**config.mk**
```make
export PLATFORM = sky130hd
export DESIGN_NAME = activity_grid_hotspot_tracker_flat
export DESIGN_NICKNAME = d
export VERILOG_FILES = /design/src/rtl/ahs_pkg.sv /design/src/rtl/ahs_if.sv /design/src/rtl/ahs_ram.sv /design/src/rtl/ahs_seq.sv /design/src/rtl/activity_grid_hotspot_tracker.sv /design/src/flat_wrapper.sv
export SDC_FILE = /design/constraint.sdc
export NUM_CORES = 1
export LEC_CHECK = 0
export ABC_AREA = 1
export BUFFER_PORTS_ARGS = -buffer_cell sky130_fd_sc_hd__buf_2
export CAP_MARGIN = 20
export CORE_UTILIZATION = 50
export DETAILED_ROUTE_END_ITERATION = 10
export PLACE_DENSITY = 0.68
export SYNTH_ARGS = -nofsm -noshare
export SYNTH_HDL_FRONTEND = slang
export SYNTH_SLANG_ARGS = --single-unit
```
**constraint.sdc**
```tcl
create_clock -name clk -period 4.5 [get_ports clk]
set_input_delay 0.225 -clock clk [delete_from_list [all_inputs] [get_ports clk]]
set_output_delay 0.225 -clock clk [all_outputs]
set_load 0.01 [all_outputs]
```
**src/rtl/ahs_pkg.sv**
```systemverilog
package ahs_pkg;

	localparam int COORD_W   = 7;
	localparam int TILE_SHIFT = 5;
	localparam int IDX_W     = 2;
	localparam int NUM_ROWS  = 4;
	localparam int NUM_COLS  = 4;
	localparam int NUM_CELLS = NUM_ROWS * NUM_COLS;
	localparam int CELL_W    = $clog2(NUM_CELLS);
	localparam int VAL_W     = 8;
	localparam int NUM_EV_IN = 4;
	localparam int EV_W      = $clog2(NUM_EV_IN);

	localparam int CFG_IDX_W = 2;
	localparam logic [CFG_IDX_W-1:0] REG_STEP      = 2'd0;
	localparam logic [CFG_IDX_W-1:0] REG_CAP       = 2'd1;
	localparam logic [CFG_IDX_W-1:0] REG_THRESHOLD = 2'd2;

	localparam logic [VAL_W-1:0] STEP_RST = 8'd32;
	localparam logic [VAL_W-1:0] CAP_RST  = 8'd255;
	localparam logic [VAL_W-1:0] THR_RST  = 8'd96;

	typedef struct packed {
		logic              re;
		logic [CELL_W-1:0] raddr;
		logic              we;
		logic [CELL_W-1:0] waddr;
		logic [VAL_W-1:0]  wdata;
	} mem_req_t;

	typedef struct packed {
		logic             motion;
		logic [VAL_W-1:0] hot_value;
		logic [IDX_W-1:0] hot_row;
		logic [IDX_W-1:0] hot_col;
	} res_t;

endpackage

```
**src/rtl/ahs_if.sv**
```systemverilog
interface ahs_batch_if;
	logic       valid;
	logic       ready;
	logic [6:0] ev0_x;
	logic [6:0] ev0_y;
	logic [6:0] ev1_x;
	logic [6:0] ev1_y;
	logic [6:0] ev2_x;
	logic [6:0] ev2_y;
	logic [6:0] ev3_x;
	logic [6:0] ev3_y;

	modport src (output valid, ev0_x, ev0_y, ev1_x, ev1_y, ev2_x, ev2_y, ev3_x, ev3_y,
		input ready);
	modport snk (input valid, ev0_x, ev0_y, ev1_x, ev1_y, ev2_x, ev2_y, ev3_x, ev3_y,
		output ready);
	modport mon (input valid, ready, ev0_x, ev0_y, ev1_x, ev1_y, ev2_x, ev2_y, ev3_x,
		ev3_y);
endinterface

interface ahs_result_if;
	logic       valid;
	logic       ready;
	logic       motion;
	logic [7:0] hot_value;
	logic [1:0] hot_row;
	logic [1:0] hot_col;

	modport src (output valid, motion, hot_value, hot_row, hot_col, input ready);
	modport snk (input valid, motion, hot_value, hot_row, hot_col, output ready);
	modport mon (input valid, ready, motion, hot_value, hot_row, hot_col);
endinterface

```
**src/rtl/ahs_ram.sv**
```systemverilog
module ahs_ram #(
	parameter int WIDTH = 8,
	parameter int DEPTH = 16
) (
	input  logic                     clk,
	input  logic                     we,
	input  logic [$clog2(DEPTH)-1:0] waddr,
	input  logic [WIDTH-1:0]         wdata,
	input  logic                     re,
	input  logic [$clog2(DEPTH)-1:0] raddr,
	output logic [WIDTH-1:0]         rdata
);

	logic [WIDTH-1:0] mem_q [DEPTH];

	always_ff @(posedge clk) begin
		if (we) begin
			mem_q[waddr] <= wdata;
		end
		if (re) begin
			rdata <= mem_q[raddr];
		end
	end

endmodule

```
**src/rtl/ahs_seq.sv**
```systemverilog
module ahs_seq #(
	parameter int BATCH_SIZE = 4
) (
	input  logic                                                   clk,
	input  logic                                                   arst_n,
	input  logic                                                   start,
	output logic                                                   idle,
	input  logic [ahs_pkg::NUM_EV_IN-1:0][ahs_pkg::CELL_W-1:0]     cells,
	input  logic [ahs_pkg::VAL_W-1:0]                              step,
	input  logic [ahs_pkg::VAL_W-1:0]                              cap,
	input  logic [ahs_pkg::VAL_W-1:0]                              threshold,
	output ahs_pkg::mem_req_t                                      req,
	input  logic [ahs_pkg::VAL_W-1:0]                              rdata,
	output logic                                                   res_valid,
	input  logic                                                   res_ready,
	output ahs_pkg::res_t                                          res
);

	localparam int EV_USED = (BATCH_SIZE < ahs_pkg::NUM_EV_IN) ? BATCH_SIZE
		: ahs_pkg::NUM_EV_IN;
	localparam logic [ahs_pkg::EV_W-1:0] EV_LAST = ahs_pkg::EV_W'(EV_USED - 1);
	localparam int CNT_W = $clog2(ahs_pkg::NUM_CELLS + 1);

	typedef enum logic [2:0] {S_IDLE, S_DECAY, S_EVRD, S_EVWR, S_SCAN, S_FIN} state_t;
	typedef enum logic [1:0] {OP_DECAY, OP_EVENT, OP_SCAN} op_t;

	state_t                                             state_q;
	logic [CNT_W-1:0]                                   cnt_q;
	logic [ahs_pkg::EV_W-1:0]                           ev_q;
	logic [ahs_pkg::NUM_EV_IN-1:0][ahs_pkg::CELL_W-1:0] cells_q;
	logic                                               rd_vld_s1;
	logic [ahs_pkg::CELL_W-1:0]                         rd_addr_s1;
	op_t                                                rd_op_s1;
	logic [ahs_pkg::VAL_W-1:0]                          best_val_q;
	logic [ahs_pkg::CELL_W-1:0]                         best_idx_q;
	logic                                               res_valid_q;
	logic [ahs_pkg::VAL_W:0]                            sum;
	logic                                               rd_issue;
	logic [ahs_pkg::CELL_W-1:0]                         rd_addr;
	op_t                                                rd_op;

	assign sum = {1'b0, rdata} + {1'b0, step};

	// read issue: sweeps during decay and scan, one read per event
	always_comb begin
		rd_issue = 1'b0;
		rd_addr  = cnt_q[ahs_pkg::CELL_W-1:0];
		rd_op    = OP_DECAY;
		case (state_q)
			S_DECAY: begin
				rd_issue = !cnt_q[CNT_W-1];
				rd_op    = OP_DECAY;
			end
			S_EVRD: begin
				rd_issue = 1'b1;
				rd_addr  = cells_q[ev_q];
				rd_op    = OP_EVENT;
			end
			S_SCAN: begin
				rd_issue = !cnt_q[CNT_W-1];
				rd_op    = OP_SCAN;
			end
			default: begin
				rd_issue = 1'b0;
			end
		endcase
	end

	// write-back in the cycle after the read
	always_comb begin
		req.re    = rd_issue;
		req.raddr = rd_addr;
		req.waddr = rd_addr_s1;
		req.we    = 1'b0;
		req.wdata = rdata;
		case (rd_op_s1)
			OP_DECAY: begin
				req.we    = rd_vld_s1;
				req.wdata = rdata - (rdata >> 1);
			end
			OP_EVENT: begin
				req.we    = rd_vld_s1;
				req.wdata = (sum > {1'b0, cap}) ? cap : sum[ahs_pkg::VAL_W-1:0];
			end
			default: begin
				req.we = 1'b0;
			end
		endcase
	end

	always_ff @(posedge clk or negedge arst_n) begin
		if (!arst_n) begin
			rd_vld_s1 <= 1'b0;
			rd_op_s1  <= OP_DECAY;
		end else begin
			rd_vld_s1 <= rd_issue;
			rd_op_s1  <= rd_op;
		end
	end

	always_ff @(posedge clk) begin
		rd_addr_s1 <= rd_addr;
		if (start) begin
			cells_q <= cells;
		end
		// running maximum; strict compare keeps the lowest index on ties
		if (rd_vld_s1 && rd_op_s1 == OP_SCAN) begin
			if (rd_addr_s1 == '0 || rdata > best_val_q) begin
				best_val_q <= rdata;
				best_idx_q <= rd_addr_s1;
			end
		end
	end

	always_ff @(posedge clk or negedge arst_n) begin
		if (!arst_n) begin
			state_q     <= S_IDLE;
			cnt_q       <= '0;
			ev_q        <= '0;
			res_valid_q <= 1'b0;
		end else begin
			case (state_q)
				S_IDLE: begin
					if (start) begin
						state_q <= S_DECAY;
						cnt_q   <= '0;
					end
				end
				S_DECAY: begin
					if (cnt_q[CNT_W-1]) begin
						state_q <= S_EVRD;
						ev_q    <= '0;
					end else begin
						cnt_q <= cnt_q + 1'b1;
					end
				end
				S_EVRD: begin
					state_q <= S_EVWR;
				end
				S_EVWR: begin
					if (ev_q == EV_LAST) begin
						state_q <= S_SCAN;
						cnt_q   <= '0;
					end else begin
						state_q <= S_EVRD;
						ev_q    <= ev_q + 1'b1;
					end
				end
				S_SCAN: begin
					if (cnt_q[CNT_W-1]) begin
						state_q     <= S_FIN;
						res_valid_q <= 1'b1;
					end else begin
						cnt_q <= cnt_q + 1'b1;
					end
				end
				S_FIN: begin
					if (res_ready) begin
						state_q     <= S_IDLE;
						res_valid_q <= 1'b0;
					end
				end
				default: begin
					state_q <= S_IDLE;
				end
			endcase
		end
	end

	assign idle          = (state_q == S_IDLE);
	assign res_valid     = res_valid_q;
	assign res.motion    = (best_val_q >= threshold);
	assign res.hot_value = best_val_q;
	assign res.hot_row   = best_idx_q[ahs_pkg::CELL_W-1 -: ahs_pkg::IDX_W];
	assign res.hot_col   = best_idx_q[ahs_pkg::IDX_W-1:0];

endmodule

```
**src/rtl/activity_grid_hotspot_tracker.sv**
```systemverilog
// Activity-grid hotspot tracker. Keeps a 4x4 grid of 8-bit activity cells in a
// small RAM (cleared at reset by per-cell valid bits, no clearing pass). A batch
// is taken only while the sequencer is idle. Each accepted batch runs a decay
// sweep over the RAM port, a read-modify-write for each event, a scan for the
// hottest cell, a handoff of the result to the output register and a return to
// idle, in which the next batch is taken; the handoff stretches while the output
// register holds an untaken result.
// The result register lets a new batch be taken while the previous result is still held.
// step, cap and threshold are written through cfg_we/cfg_idx/cfg_wdata; the user must
// write them only while idle, as the block itself does not enforce it.
module activity_grid_hotspot_tracker #(
	parameter int BATCH_SIZE = 4
) (
	input  logic                            clk,
	input  logic                            arst_n,
	ahs_batch_if.snk                        batch,
	ahs_result_if.src                       result,
	input  logic                            cfg_we,
	input  logic [ahs_pkg::CFG_IDX_W-1:0]   cfg_idx,
	input  logic [ahs_pkg::VAL_W-1:0]       cfg_wdata
);

	logic [ahs_pkg::VAL_W-1:0]                          step_q;
	logic [ahs_pkg::VAL_W-1:0]                          cap_q;
	logic [ahs_pkg::VAL_W-1:0]                          thr_q;
	logic [ahs_pkg::NUM_CELLS-1:0]                      valid_q;
	logic                                               vmask_s1;
	logic [ahs_pkg::VAL_W-1:0]                          ram_rdata;
	logic [ahs_pkg::VAL_W-1:0]                          rdata;
	logic [ahs_pkg::NUM_EV_IN-1:0][ahs_pkg::CELL_W-1:0] cells;
	ahs_pkg::mem_req_t                                  req;
	logic                                               idle;
	logic                                               start;
	logic                                               seq_valid;
	logic                                               seq_ready;
	ahs_pkg::res_t                                      seq_res;
	logic                                               out_full_q;
	ahs_pkg::res_t                                      out_q;

	always_ff @(posedge clk or negedge arst_n) begin
		if (!arst_n) begin
			step_q <= ahs_pkg::STEP_RST;
			cap_q  <= ahs_pkg::CAP_RST;
			thr_q  <= ahs_pkg::THR_RST;
		end else if (cfg_we) begin
			case (cfg_idx)
				ahs_pkg::REG_STEP:      step_q <= cfg_wdata;
				ahs_pkg::REG_CAP:       cap_q  <= cfg_wdata;
				ahs_pkg::REG_THRESHOLD: thr_q  <= cfg_wdata;
				default: ;
			endcase
		end
	end

	// row from y, column from x
	assign cells[0] = {batch.ev0_y[ahs_pkg::TILE_SHIFT +: ahs_pkg::IDX_W],
		batch.ev0_x[ahs_pkg::TILE_SHIFT +: ahs_pkg::IDX_W]};
	assign cells[1] = {batch.ev1_y[ahs_pkg::TILE_SHIFT +: ahs_pkg::IDX_W],
		batch.ev1_x[ahs_pkg::TILE_SHIFT +: ahs_pkg::IDX_W]};
	assign cells[2] = {batch.ev2_y[ahs_pkg::TILE_SHIFT +: ahs_pkg::IDX_W],
		batch.ev2_x[ahs_pkg::TILE_SHIFT +: ahs_pkg::IDX_W]};
	assign cells[3] = {batch.ev3_y[ahs_pkg::TILE_SHIFT +: ahs_pkg::IDX_W],
		batch.ev3_x[ahs_pkg::TILE_SHIFT +: ahs_pkg::IDX_W]};

	assign batch.ready = idle;
	assign start       = batch.valid && idle;

	// a cell never written since reset reads as zero
	always_ff @(posedge clk or negedge arst_n) begin
		if (!arst_n) begin
			valid_q  <= '0;
			vmask_s1 <= 1'b0;
		end else begin
			if (req.we) begin
				valid_q[req.waddr] <= 1'b1;
			end
			if (req.re) begin
				vmask_s1 <= valid_q[req.raddr];
			end
		end
	end

	assign rdata = vmask_s1 ? ram_rdata : '0;

	ahs_ram #(
		.WIDTH (ahs_pkg::VAL_W),
		.DEPTH (ahs_pkg::NUM_CELLS)
	) u_ram (
		.clk   (clk),
		.we    (req.we),
		.waddr (req.waddr),
		.wdata (req.wdata),
		.re    (req.re),
		.raddr (req.raddr),
		.rdata (ram_rdata)
	);

	ahs_seq #(
		.BATCH_SIZE (BATCH_SIZE)
	) u_seq (
		.clk       (clk),
		.arst_n    (arst_n),
		.start     (start),
		.idle      (idle),
		.cells     (cells),
		.step      (step_q),
		.cap       (cap_q),
		.threshold (thr_q),
		.req       (req),
		.rdata     (rdata),
		.res_valid (seq_valid),
		.res_ready (seq_ready),
		.res       (seq_res)
	);

	assign seq_ready = !out_full_q || result.ready;

	always_ff @(posedge clk or negedge arst_n) begin
		if (!arst_n) begin
			out_full_q <= 1'b0;
		end else if (seq_ready) begin
			out_full_q <= seq_valid;
		end
	end

	always_ff @(posedge clk) begin
		if (seq_ready && seq_valid) begin
			out_q <= seq_res;
		end
	end

	assign result.valid     = out_full_q;
	assign result.motion    = out_q.motion;
	assign result.hot_value = out_q.hot_value;
	assign result.hot_row   = out_q.hot_row;
	assign result.hot_col   = out_q.hot_col;

endmodule

```
**src/flat_wrapper.sv**
```systemverilog
// flat-port wrapper written by rule: the top's interface ports become plain ports
module activity_grid_hotspot_tracker_flat 
#(
	parameter int BATCH_SIZE = 4
)
  (clk, arst_n, cfg_we, cfg_idx, cfg_wdata, batch_valid, batch_ev0_x, batch_ev0_y, batch_ev1_x, batch_ev1_y, batch_ev2_x, batch_ev2_y, batch_ev3_x, batch_ev3_y, batch_ready, result_valid, result_motion, result_hot_value, result_hot_row, result_hot_col, result_ready);
  ahs_batch_if batch_i ();
  ahs_result_if result_i ();
  input  logic clk;
  input  logic arst_n;
  input  logic cfg_we;
  input  logic [ahs_pkg::CFG_IDX_W-1:0] cfg_idx;
  input  logic [ahs_pkg::VAL_W-1:0] cfg_wdata;
  input wire logic [$bits(batch_i.valid)-1:0] batch_valid;
  input wire logic [$bits(batch_i.ev0_x)-1:0] batch_ev0_x;
  input wire logic [$bits(batch_i.ev0_y)-1:0] batch_ev0_y;
  input wire logic [$bits(batch_i.ev1_x)-1:0] batch_ev1_x;
  input wire logic [$bits(batch_i.ev1_y)-1:0] batch_ev1_y;
  input wire logic [$bits(batch_i.ev2_x)-1:0] batch_ev2_x;
  input wire logic [$bits(batch_i.ev2_y)-1:0] batch_ev2_y;
  input wire logic [$bits(batch_i.ev3_x)-1:0] batch_ev3_x;
  input wire logic [$bits(batch_i.ev3_y)-1:0] batch_ev3_y;
  output wire logic [$bits(batch_i.ready)-1:0] batch_ready;
  output wire logic [$bits(result_i.valid)-1:0] result_valid;
  output wire logic [$bits(result_i.motion)-1:0] result_motion;
  output wire logic [$bits(result_i.hot_value)-1:0] result_hot_value;
  output wire logic [$bits(result_i.hot_row)-1:0] result_hot_row;
  output wire logic [$bits(result_i.hot_col)-1:0] result_hot_col;
  input wire logic [$bits(result_i.ready)-1:0] result_ready;
  assign batch_i.valid = batch_valid;
  assign batch_i.ev0_x = batch_ev0_x;
  assign batch_i.ev0_y = batch_ev0_y;
  assign batch_i.ev1_x = batch_ev1_x;
  assign batch_i.ev1_y = batch_ev1_y;
  assign batch_i.ev2_x = batch_ev2_x;
  assign batch_i.ev2_y = batch_ev2_y;
  assign batch_i.ev3_x = batch_ev3_x;
  assign batch_i.ev3_y = batch_ev3_y;
  assign batch_ready = batch_i.ready;
  assign result_valid = result_i.valid;
  assign result_motion = result_i.motion;
  assign result_hot_value = result_i.hot_value;
  assign result_hot_row = result_i.hot_row;
  assign result_hot_col = result_i.hot_col;
  assign result_i.ready = result_ready;
  activity_grid_hotspot_tracker #(.BATCH_SIZE(BATCH_SIZE)) u_core (.clk(clk), .arst_n(arst_n), .batch(batch_i), .result(result_i), .cfg_we(cfg_we), .cfg_idx(cfg_idx), .cfg_wdata(cfg_wdata));
endmodule
```
Word level (Yosys, flattened, before mapping):

Memory sizes are Yosys's and may differ from the RTL's. A register that Yosys moved wholly into a read port is not among the register bits.
Index checks and enable logic that the tools add are counted.

* memories: 1
* bits in latches: 0
* RAM bits: 128
* output and inout port bits: 15
* ROM bits: 0
* bits in registers: 101
* input port bits: 71
* logic and storage cells: 111

Memories
* u_core.u_ram.mem_q: depth 16, bits a word 8, rd ports 1, clocked after memory_dff 1, wr ports 1, RTL line ahs_ram.sv:14 `logic [WIDTH-1:0] mem_q [DEPTH];`

* eq/ne operators: 17
* div/mod/pow operators: 0
* shift-type cells: 0
* $add $sub $neg: 4
* $lt $le $gt $ge: 7
* muxes and demuxes: 31
* bitwise gates (word level): 1
* reductions and logical operators: 26
* $mul: 0

Operator list (count)
* case mux 3 bit (6 select lines): 1
* 2-to-1 mux 8 bit: 2
* OR 16 bit: 1
* case mux 8 bit (2 select lines): 1
* 2-to-1 mux 3 bit: 5
* 2-to-1 mux 5 bit: 3
* case mux 5 bit (3 select lines): 1
* != test 2 bit, second input constant: 6
* less-than comparator 4 x 5 -> 1 bit, second input constant: 2
* adder 8 x 8 -> 9 bit: 1
* > comparator 9 x 8 -> 1 bit: 1
* AND reduction 3 bit: 3
* binary-select mux 4 bit (select 2 bit): 1
* >= comparator 8 bit: 1
* > comparator 8 bit: 1
* 2-to-1 mux 4 bit: 2
* case mux 2 bit (2 select lines): 2
* AND reduction 2 bit: 4
* AND reduction 4 bit: 2
* subtractor 8 x 7 -> 8 bit: 1
* 2-to-1 mux 1 bit: 7
* equality test 2 bit, second input constant: 3
* equality test 3 x 2 -> 1 bit, second input constant: 2
* equality test 3 bit, second input constant: 2
* 20 further kinds: 31

Longest topological paths before layout:

Gate-level depths: netlist of the first run.

* word-level depth: 5
* mapped depth: 27
* depth with buffers taken out: 25

Cells and area by module:

From an unflattened synthesis of the first run, not the netlist that was laid out.

* cells, all modules: 1186
* area total of the unflattened synthesis: 11453.5 µm²

By module, submodules not included
* ahs_ram: instances 1, sequential area each 4083.9 µm², cells an instance 551, area an instance 5846.9 µm²
* ahs_seq: instances 1, sequential area each 1271.2 µm², cells an instance 417, area an instance 3353.2 µm²
* activity_grid_hotspot_tracker: instances 1, sequential area each 1455.1 µm², cells an instance 218, area an instance 2253.4 µm²

Worst setup path before layout of the first run:

No wires, ideal clock.

* path type: register to register
* start: register u_core.vmask_s1
* end: memory u_core.u_ram.mem_q[0][3], data pin
* stages on the path, launching flop included: 24
* arrival: 2996 ps
* data required time: 4147 ps
* path buffers: 2
* period minus slack after synthesis: 3348 ps
* slack: 1152 ps
* library setup time: 353 ps
* cells stage by stage: dfrtp_1 -> buf_6 -> nand2_1 -> inv_1 -> ha_1 -> ha_1 -> or2_2 -> nand2_1 -> nand2_1 -> nand2_1 -> nand3b_1 -> nand2_1 -> inv_1 -> ha_1 -> a21o_1 -> a21oi_1 -> nand2_1 -> nand2_1 -> nand2_1 -> buf_4 -> inv_2 -> nand2_1 -> nand3_1 -> nand3_1

RTL lines
* start, declared: RTL line activity_grid_hotspot_tracker.sv:27 `logic vmask_s1;`
* start signal, assigned: RTL line activity_grid_hotspot_tracker.sv:78 `vmask_s1 <= valid_q[req.raddr];`
* end, declared: RTL line ahs_ram.sv:14

==> results.cfg, run 1 <==
[place]
port_buffers = 45
dp.cells = 1363
place_congestion = 0.897
pre_cts_ws_ns = 0.523
place_hpwl_um = 15700
place_area_um2 = 11500

[run_status]
status = finished, final reports clean

[timing]
finalCriticalPeriod_ns = 3.99
whs_ns = 0.0160
fmax_mhz = 251
fin_crit_sh = 0.886
hold_violations = 0
setup_tns_ns = 0
setup_viol = 0
setup_ws_ns = 0.514
fin_skew_ns = 0.0275
worstMarginPinSlew_ns = 0.997
max-slew-margin-rel = 0.333
rsz0062_at_grt = no
drv_slew = 0

[detailed_routing]
drt_first_iter_violations = 673
vias_per_cell = 5.35
drc = 0
routedWlPerCell_um = 16.7
wl_met3_um = 1180
wl_met2_um = 11100
top_layer = met4
antenna_left = 0
routed_wl_um = 23900
firstDrtPassIters = 7
num_vias = 7666
wl_met1_um = 10800

[global_routing]
grt_pass1_wl_um = 38400
overflow = 0
track_usage = 0.222
grt_max_degree = 57
antenna_found_initial = 0
grt_pass1_vias = 7510

[synth]
syn_nets = 1164
ys_types = 47
synthTopCellsByCount = 177 x edfxtp_1, 174 x nand2_1, 133 x inv_1
yosys-top-cells-area = edfxtp_1 48%, dfrtp_1 10%, nand2_1 5.9%
synth_most_common_cell = edfxtp_1
yosys.area.top_type = edfxtp_1
async_reset_ff_frac = 0.236
synth_edf_count = 177
ys_ff_latch = 237
syn_area_um2 = 11000
netlist_instances = 1061
synth.top_cell.area_share = 0.483
yosysWarnings = 0
synth-main-ff-cell = edfxtp_1
avgSynthCellArea_um2 = 10.4
yosysSeqAreaShare = 0.619

[critical_path]
end_kind = register
crit_path_cell_trace = nand2_4, nor2_1, inv_1, nand2_1, inv_1, ha_1, or2_2, nand2_1, nand2_1, xor2_1, inv_1, ha_1, nand2_1, nor2_1, nand2_1, nand3_1, nand3_1, nand2_1, nand2_1, nand2_1, a21oi_1, o21ai_1, nand2_1
slowest_delay_ns = 0.56
cp_common_cell = nand2_1
cp.buffers_inverters = 3
critPathSlowestCell = dfrtp_1
crit_type = register to register
critPathRequiredTime_ns = 4.64
critPathArrivalTime_ns = 4.13
startpoint_type = register
critical_path.top_delay_family = simple AND/OR/NAND/NOR gates
path_max_fanout = 16

[hold_path]
hold_class = input pin to register

[floorplanning]
rows = 53
start_util = 0.517
top_level_ports = 86
die_x_um = 150
die_h_um = 150
core-area_um2 = 21300
die_area_um2 = 22600

[cts]
clockBufferDepth = 3
post_cts_buffers = 0
clock_latency_ns = 0.55
cts.sinks = 237
clk_pin_slew_worst_paths_ns = 0.06
numCtsBuffers = 26
h-tree-depth = 1
root_buffer = clkbuf_16
cts_tree = done

[layout]
final_cell_count_no_fill = 1434
utilization = 0.595
nNetsFinal = 1242
syn2layout_area_growth_pct = 15.0
diodes = 0
n_fill_cell = 1709
drive_above_1_share = 0.132
fin_area_um2 = 12700

[run]
drv_cap = 0

[power]
leakage_nw = 5.25
peakVddDrop_mv = 0.513
p_total_mw = 9.84
powerDensity_nw_per_um2 = 777
==> worst paths after layout <==
check | from | endpoint | slack [ns] | depth (start not counted)
min in group asynchronous | arst_n | u_core.thr_q[4] | 0.36 | 3
worst min-delay path | cfg_wdata[3] | u_core.cap_q[3] | 0.02 | 3
max in group asynchronous | arst_n | u_core.valid_q[12] | 3.65 | 3
worst max-delay path | u_core.vmask_s1 | u_core.u_ram.mem_q[1][5] | 0.51 | 23
worst max register to register | u_core.vmask_s1 | u_core.u_ram.mem_q[1][5] | 0.51 | 23
worst min register to register | u_core.u_seq.best_idx_q[0] | u_core.result.hot_col[0] | 0.42 | 0
==> timing repair <==
item	CTS	global route
endpoints found under the hold margin	72	0
endpoints found under the setup margin	0	10
hold buffers	22	0
resized for setup	0	1
==> routing by layer <==
layer  vias to the layer above  global-route usage
met5                         -                   0
met4                         0              0.0808
met3                        51              0.0312
met2                       189               0.364
met1                      3636               0.301
li1                       3790                   -
==> worst reg2reg max path: stages, from the launching register on <==
cell     delay (ns)
dfrtp_1        0.56
nand2_4        0.12
nor2_1         0.17
inv_1          0.07
nand2_1        0.08
inv_1          0.05
ha_1           0.18
or2_2          0.31
nand2_1        0.08
nand2_1        0.09
xor2_1         0.23
inv_1          0.07
ha_1           0.29
nand2_1        0.06
nor2_1         0.13
nand2_1        0.06
nand3_1        0.08
nand3_1        0.06
nand2_1        0.06
nand2_1        0.05
nand2_1        0.28
a21oi_1        0.11
o21ai_1        0.09
nand2_1        0.35
==> cells in the final DEF (no fill, tap or decap), types with 4 or more instances in the layout <==
cell type / instances
a21oi_1: 27
dlygate4sd3_1: 22
clkbuf_8: 7
clkbuf_16: 27
clkbuf_1: 5
o21ai_1: 7
inv_1: 133
nand2_1: 173
inv_2: 8
dfrtp_1: 45
dfstp_2: 11
or2_1: 6
buf_2: 45
nand2_2: 6
o21ai_0: 92
o211ai_1: 46
or2_2: 10
buf_4: 13
ha_1: 32
nor2_1: 106
o211ai_2: 4
edfxtp_1: 177
nand3_1: 92
nand4_1: 6
dfxtp_1: 4
or2_0: 8
==> state kept, by name, summed over array words and instances (netlist names), 3 cells and up <==
register	flops
u_core.cap_q	8
u_core.result.hot_value	8
u_core.step_q	8
u_core.thr_q	8
u_core.u_ram.mem_q	128
u_core.u_ram.rdata	8
u_core.u_seq.best_idx_q	4
u_core.u_seq.best_val_q	8
u_core.u_seq.cells_q	16
u_core.u_seq.cnt_q	5
u_core.u_seq.rd_addr_s1	4
u_core.u_seq.state_q	3
u_core.valid_q	16
==> logic make-up after synthesis <==
group | Yosys count | share of synthesized area
AOI/OAI and AO/OA | 195 | 0.108
buffers and inverters | 173 | 0.0654
and+or+nand+nor | 420 | 0.168
adders and majority gates | 32 | 0.0364
DFF | 237 | 0.619
xor gates and xnor gates | 4 | 0.00318
==> report_power, final <==
part           total [mW]  internal (mW)  switching [mW]
registers            3.58           3.40           0.179
logic                4.05           1.21            2.84
clock network        2.21           1.34           0.867
==> area by class of cell <==
class	count	area [um2]	area share
Multi-Input combinational cell	651	3480	0.275
Clock inverter	9	131	0.0104
Sequential cell	237	6810	0.538
Timing Repair Buffer	81	563	0.0445
Clock buffer	39	791	0.0625
Tap cell	275	344	0.0272
Inverter	142	541	0.0427
Note: power is estimated with default switching activity, not from simulation.
==> run 2, diff against run 1 <==
--- a/config.mk
+++ b/config.mk
@@ -8,9 +8,9 @@
 export ABC_AREA = 1
 export BUFFER_PORTS_ARGS = -buffer_cell sky130_fd_sc_hd__buf_2
 export CAP_MARGIN = 20
-export CORE_UTILIZATION = 50
+export CORE_UTILIZATION = 40
+export CTS_CLUSTER_DIAMETER = 150
 export DETAILED_ROUTE_END_ITERATION = 10
-export PLACE_DENSITY = 0.68
 export SYNTH_ARGS = -nofsm -noshare
 export SYNTH_HDL_FRONTEND = slang
 export SYNTH_SLANG_ARGS = --single-unit
==> run 2 against run 1 <==
  * The flow now finishes with violations (hold timing)
  * Count of clock-buffer cells in the layout down 5
  * Critical path depth up 1
  * Worst hold slack worse by 0.018 ns
  * First-iteration DRC count down 39%
  * Die area up 25%
  * Non-clock buffer count down 7
  * Sequential share of layout area up 0.42 points
  * Flip-flop and latch count unchanged
==> results.cfg, run 2 (synthesis gave the netlist of run 1 again) <==
[power]
powerDensity_nw_per_um2 = 758
p_total_mw = 9.52
leakage_nw = 5.15
peakVddDrop_mv = 0.395

[global_routing]
grt_pass1_wl_um = 39500
track_usage = 0.177
grt_max_degree = 81
top_usage_layer = met2
overflow = 0
use_met1 = 0.237
grt_use_met2 = 0.299
antenna_found_initial = 0
grt_pass1_vias = 7358
groute.layer.met3.usage = 0.0223

[timing]
fin_crit_sh = 0.890
hold_violations = 1
finalCriticalPeriod_ns = 4.01
worstMarginPinSlew_ns = 1.07
whs_ns = -0.00162
drv_slew = 0
setup_viol = 0
max-slew-margin-rel = 0.284
fmax_mhz = 250
fin_skew_ns = 0.0292

[critical_path]
cp.buffers_inverters = 4
crit_type = register to register
end_kind = register
timing.rr.end = u_core.u_ram.mem_q[13][7]
critical_path.top_delay_family = simple AND/OR/NAND/NOR gates
critPathSlowestCell = dfrtp_1
r2r_cells = 24
critPathRequiredTime_ns = 4.76
path_max_fanout = 16
critPathArrivalTime_ns = 4.26
crit_path_cell_trace = nand2_4, nor2_1, inv_1, nand2_1, inv_1, ha_1, or2_2, nand2_1, nand2_1, xor2_1, inv_1, ha_1, nand2_1, nor2_1, nand2_1, nand3_1, nand3_1, nand2_1, nand2_1, nand2_1, inv_2, nand2_1, nand2_1, nand2_1
startpoint_type = register
reg2reg_slack_ns = 0.49
r2r-start = u_core.vmask_s1
slowest_delay_ns = 0.57
cp_common_cell = nand2_1

[detailed_routing]
drc = 0
firstDrtPassIters = 4
vias_per_cell = 5.01
antenna_left = 0
num_vias = 7479
drt_first_iter_violations = 413
routed_wl_um = 24300
routedWlPerCell_um = 16.3

[place]
port_buffers = 45
place_congestion = 0.856
place_hpwl_um = 15800
dp.cells = 1424
place_area_um2 = 11500

[floorplanning]
top_level_ports = 86
start_util = 0.408
core-area_um2 = 27000
die_area_um2 = 28200
die_x_um = 168
die_h_um = 168
rows = 60

[layout]
utilization = 0.466
fin_area_um2 = 12600
final_cell_count_no_fill = 1493
nNetsFinal = 1235
diodes = 0
drive_above_1_share = 0.127
largest_reg_flops = 128
syn2layout_area_growth_pct = 14.1
largestRegisters = u_core.u_ram.mem_q (128), u_core.u_seq.cells_q (16), u_core.valid_q (16)
final_common_cell = edfxtp_1
final_cell_mix = 177 x edfxtp_1, 173 x nand2_1, 133 x inv_1, 106 x nor2_1, 92 x o21ai_0
largest-register = u_core.u_ram.mem_q

[hold_path]
worstHoldPathCells = 3
hold_path_end = u_core.cap_q[2]
holdCritStartpoint = cfg_wdata[2]
hold_class = input pin to register

[run_status]
status = finished with violations
violations = hold timing

[cts]
h-tree-depth = 1
cts.sinks = 237
clock_latency_ns = 0.55
cts_tree = done
root_buffer = clkbuf_16
post_cts_buffers = 0
numCtsBuffers = 26
clk_pin_slew_worst_paths_ns = 0.06
clockBufferDepth = 3

[run]
drv_cap = 0
run 2: what timing repair did:
| action | in CTS | in global routing |
|---|---|---|
| gates resized for setup | 0 | 4 |
| endpoints found under the hold margin | 64 | 0 |
| hold buffers | 19 | 0 |
| setup endpoints to repair | 0 | 52 |
run 2: worst max-delay path by stage:
stage	start	slack, ns	cells past startpoint	endpoint
floorplan	u_core.vmask_s1	1.15	23	u_core.u_ram.mem_q[0][3]
finish	u_core.vmask_s1	0.49	24	u_core.u_ram.mem_q[13][7]
CTS	u_core.vmask_s1	0.34	22	u_core.u_ram.mem_q[14][1]
global route	u_core.vmask_s1	-0.008	24	u_core.u_ram.mem_q[13][7]
global placement	u_core.vmask_s1	0.43	22	u_core.u_ram.mem_q[5][1]
detailed placement	u_core.vmask_s1	0.36	23	u_core.u_ram.mem_q[4][1]
run 2: area by class of cell:
class,count,area [um2]
repair buffers,74,494
well taps,341,427
clock buffers,34,691
inverters,142,541
fillers,2479,14400
clock inverters,14,100
multi-input cells,651,3490
flip-flops and latches,237,6810
run 2: tightest hold or removal path, stage by stage:
cell and delay, ns:
buf_2 0.09, inv_1 0.10, o21ai_0 0.10
run 2: through the flow:
stage                     TNS (ns)  setup WS, ns
after floorplan                  0          1.15
after global placement           0         0.432
after detailed placement         0         0.364
after CTS                        0         0.345
after global routing       -0.0240      -0.00788
final                            0         0.494
run 2: per-layer routing:
layer / part of all wire / wire [um]
met1: 0.46 / 11100
met2: 0.48 / 11600
met3: 0.037 / 887
met4: 0.028 / 690
met5: 0 / 0
run 2: power breakdown:
| group | leakage, nW | switching (mW) | internal (mW) |
|---|---|---|---|
| Clock | 0.376 | 0.867 | 1.09 |
| Combinational | 2.45 | 2.84 | 1.15 |
| Sequential | 2.33 | 0.170 | 3.40 |
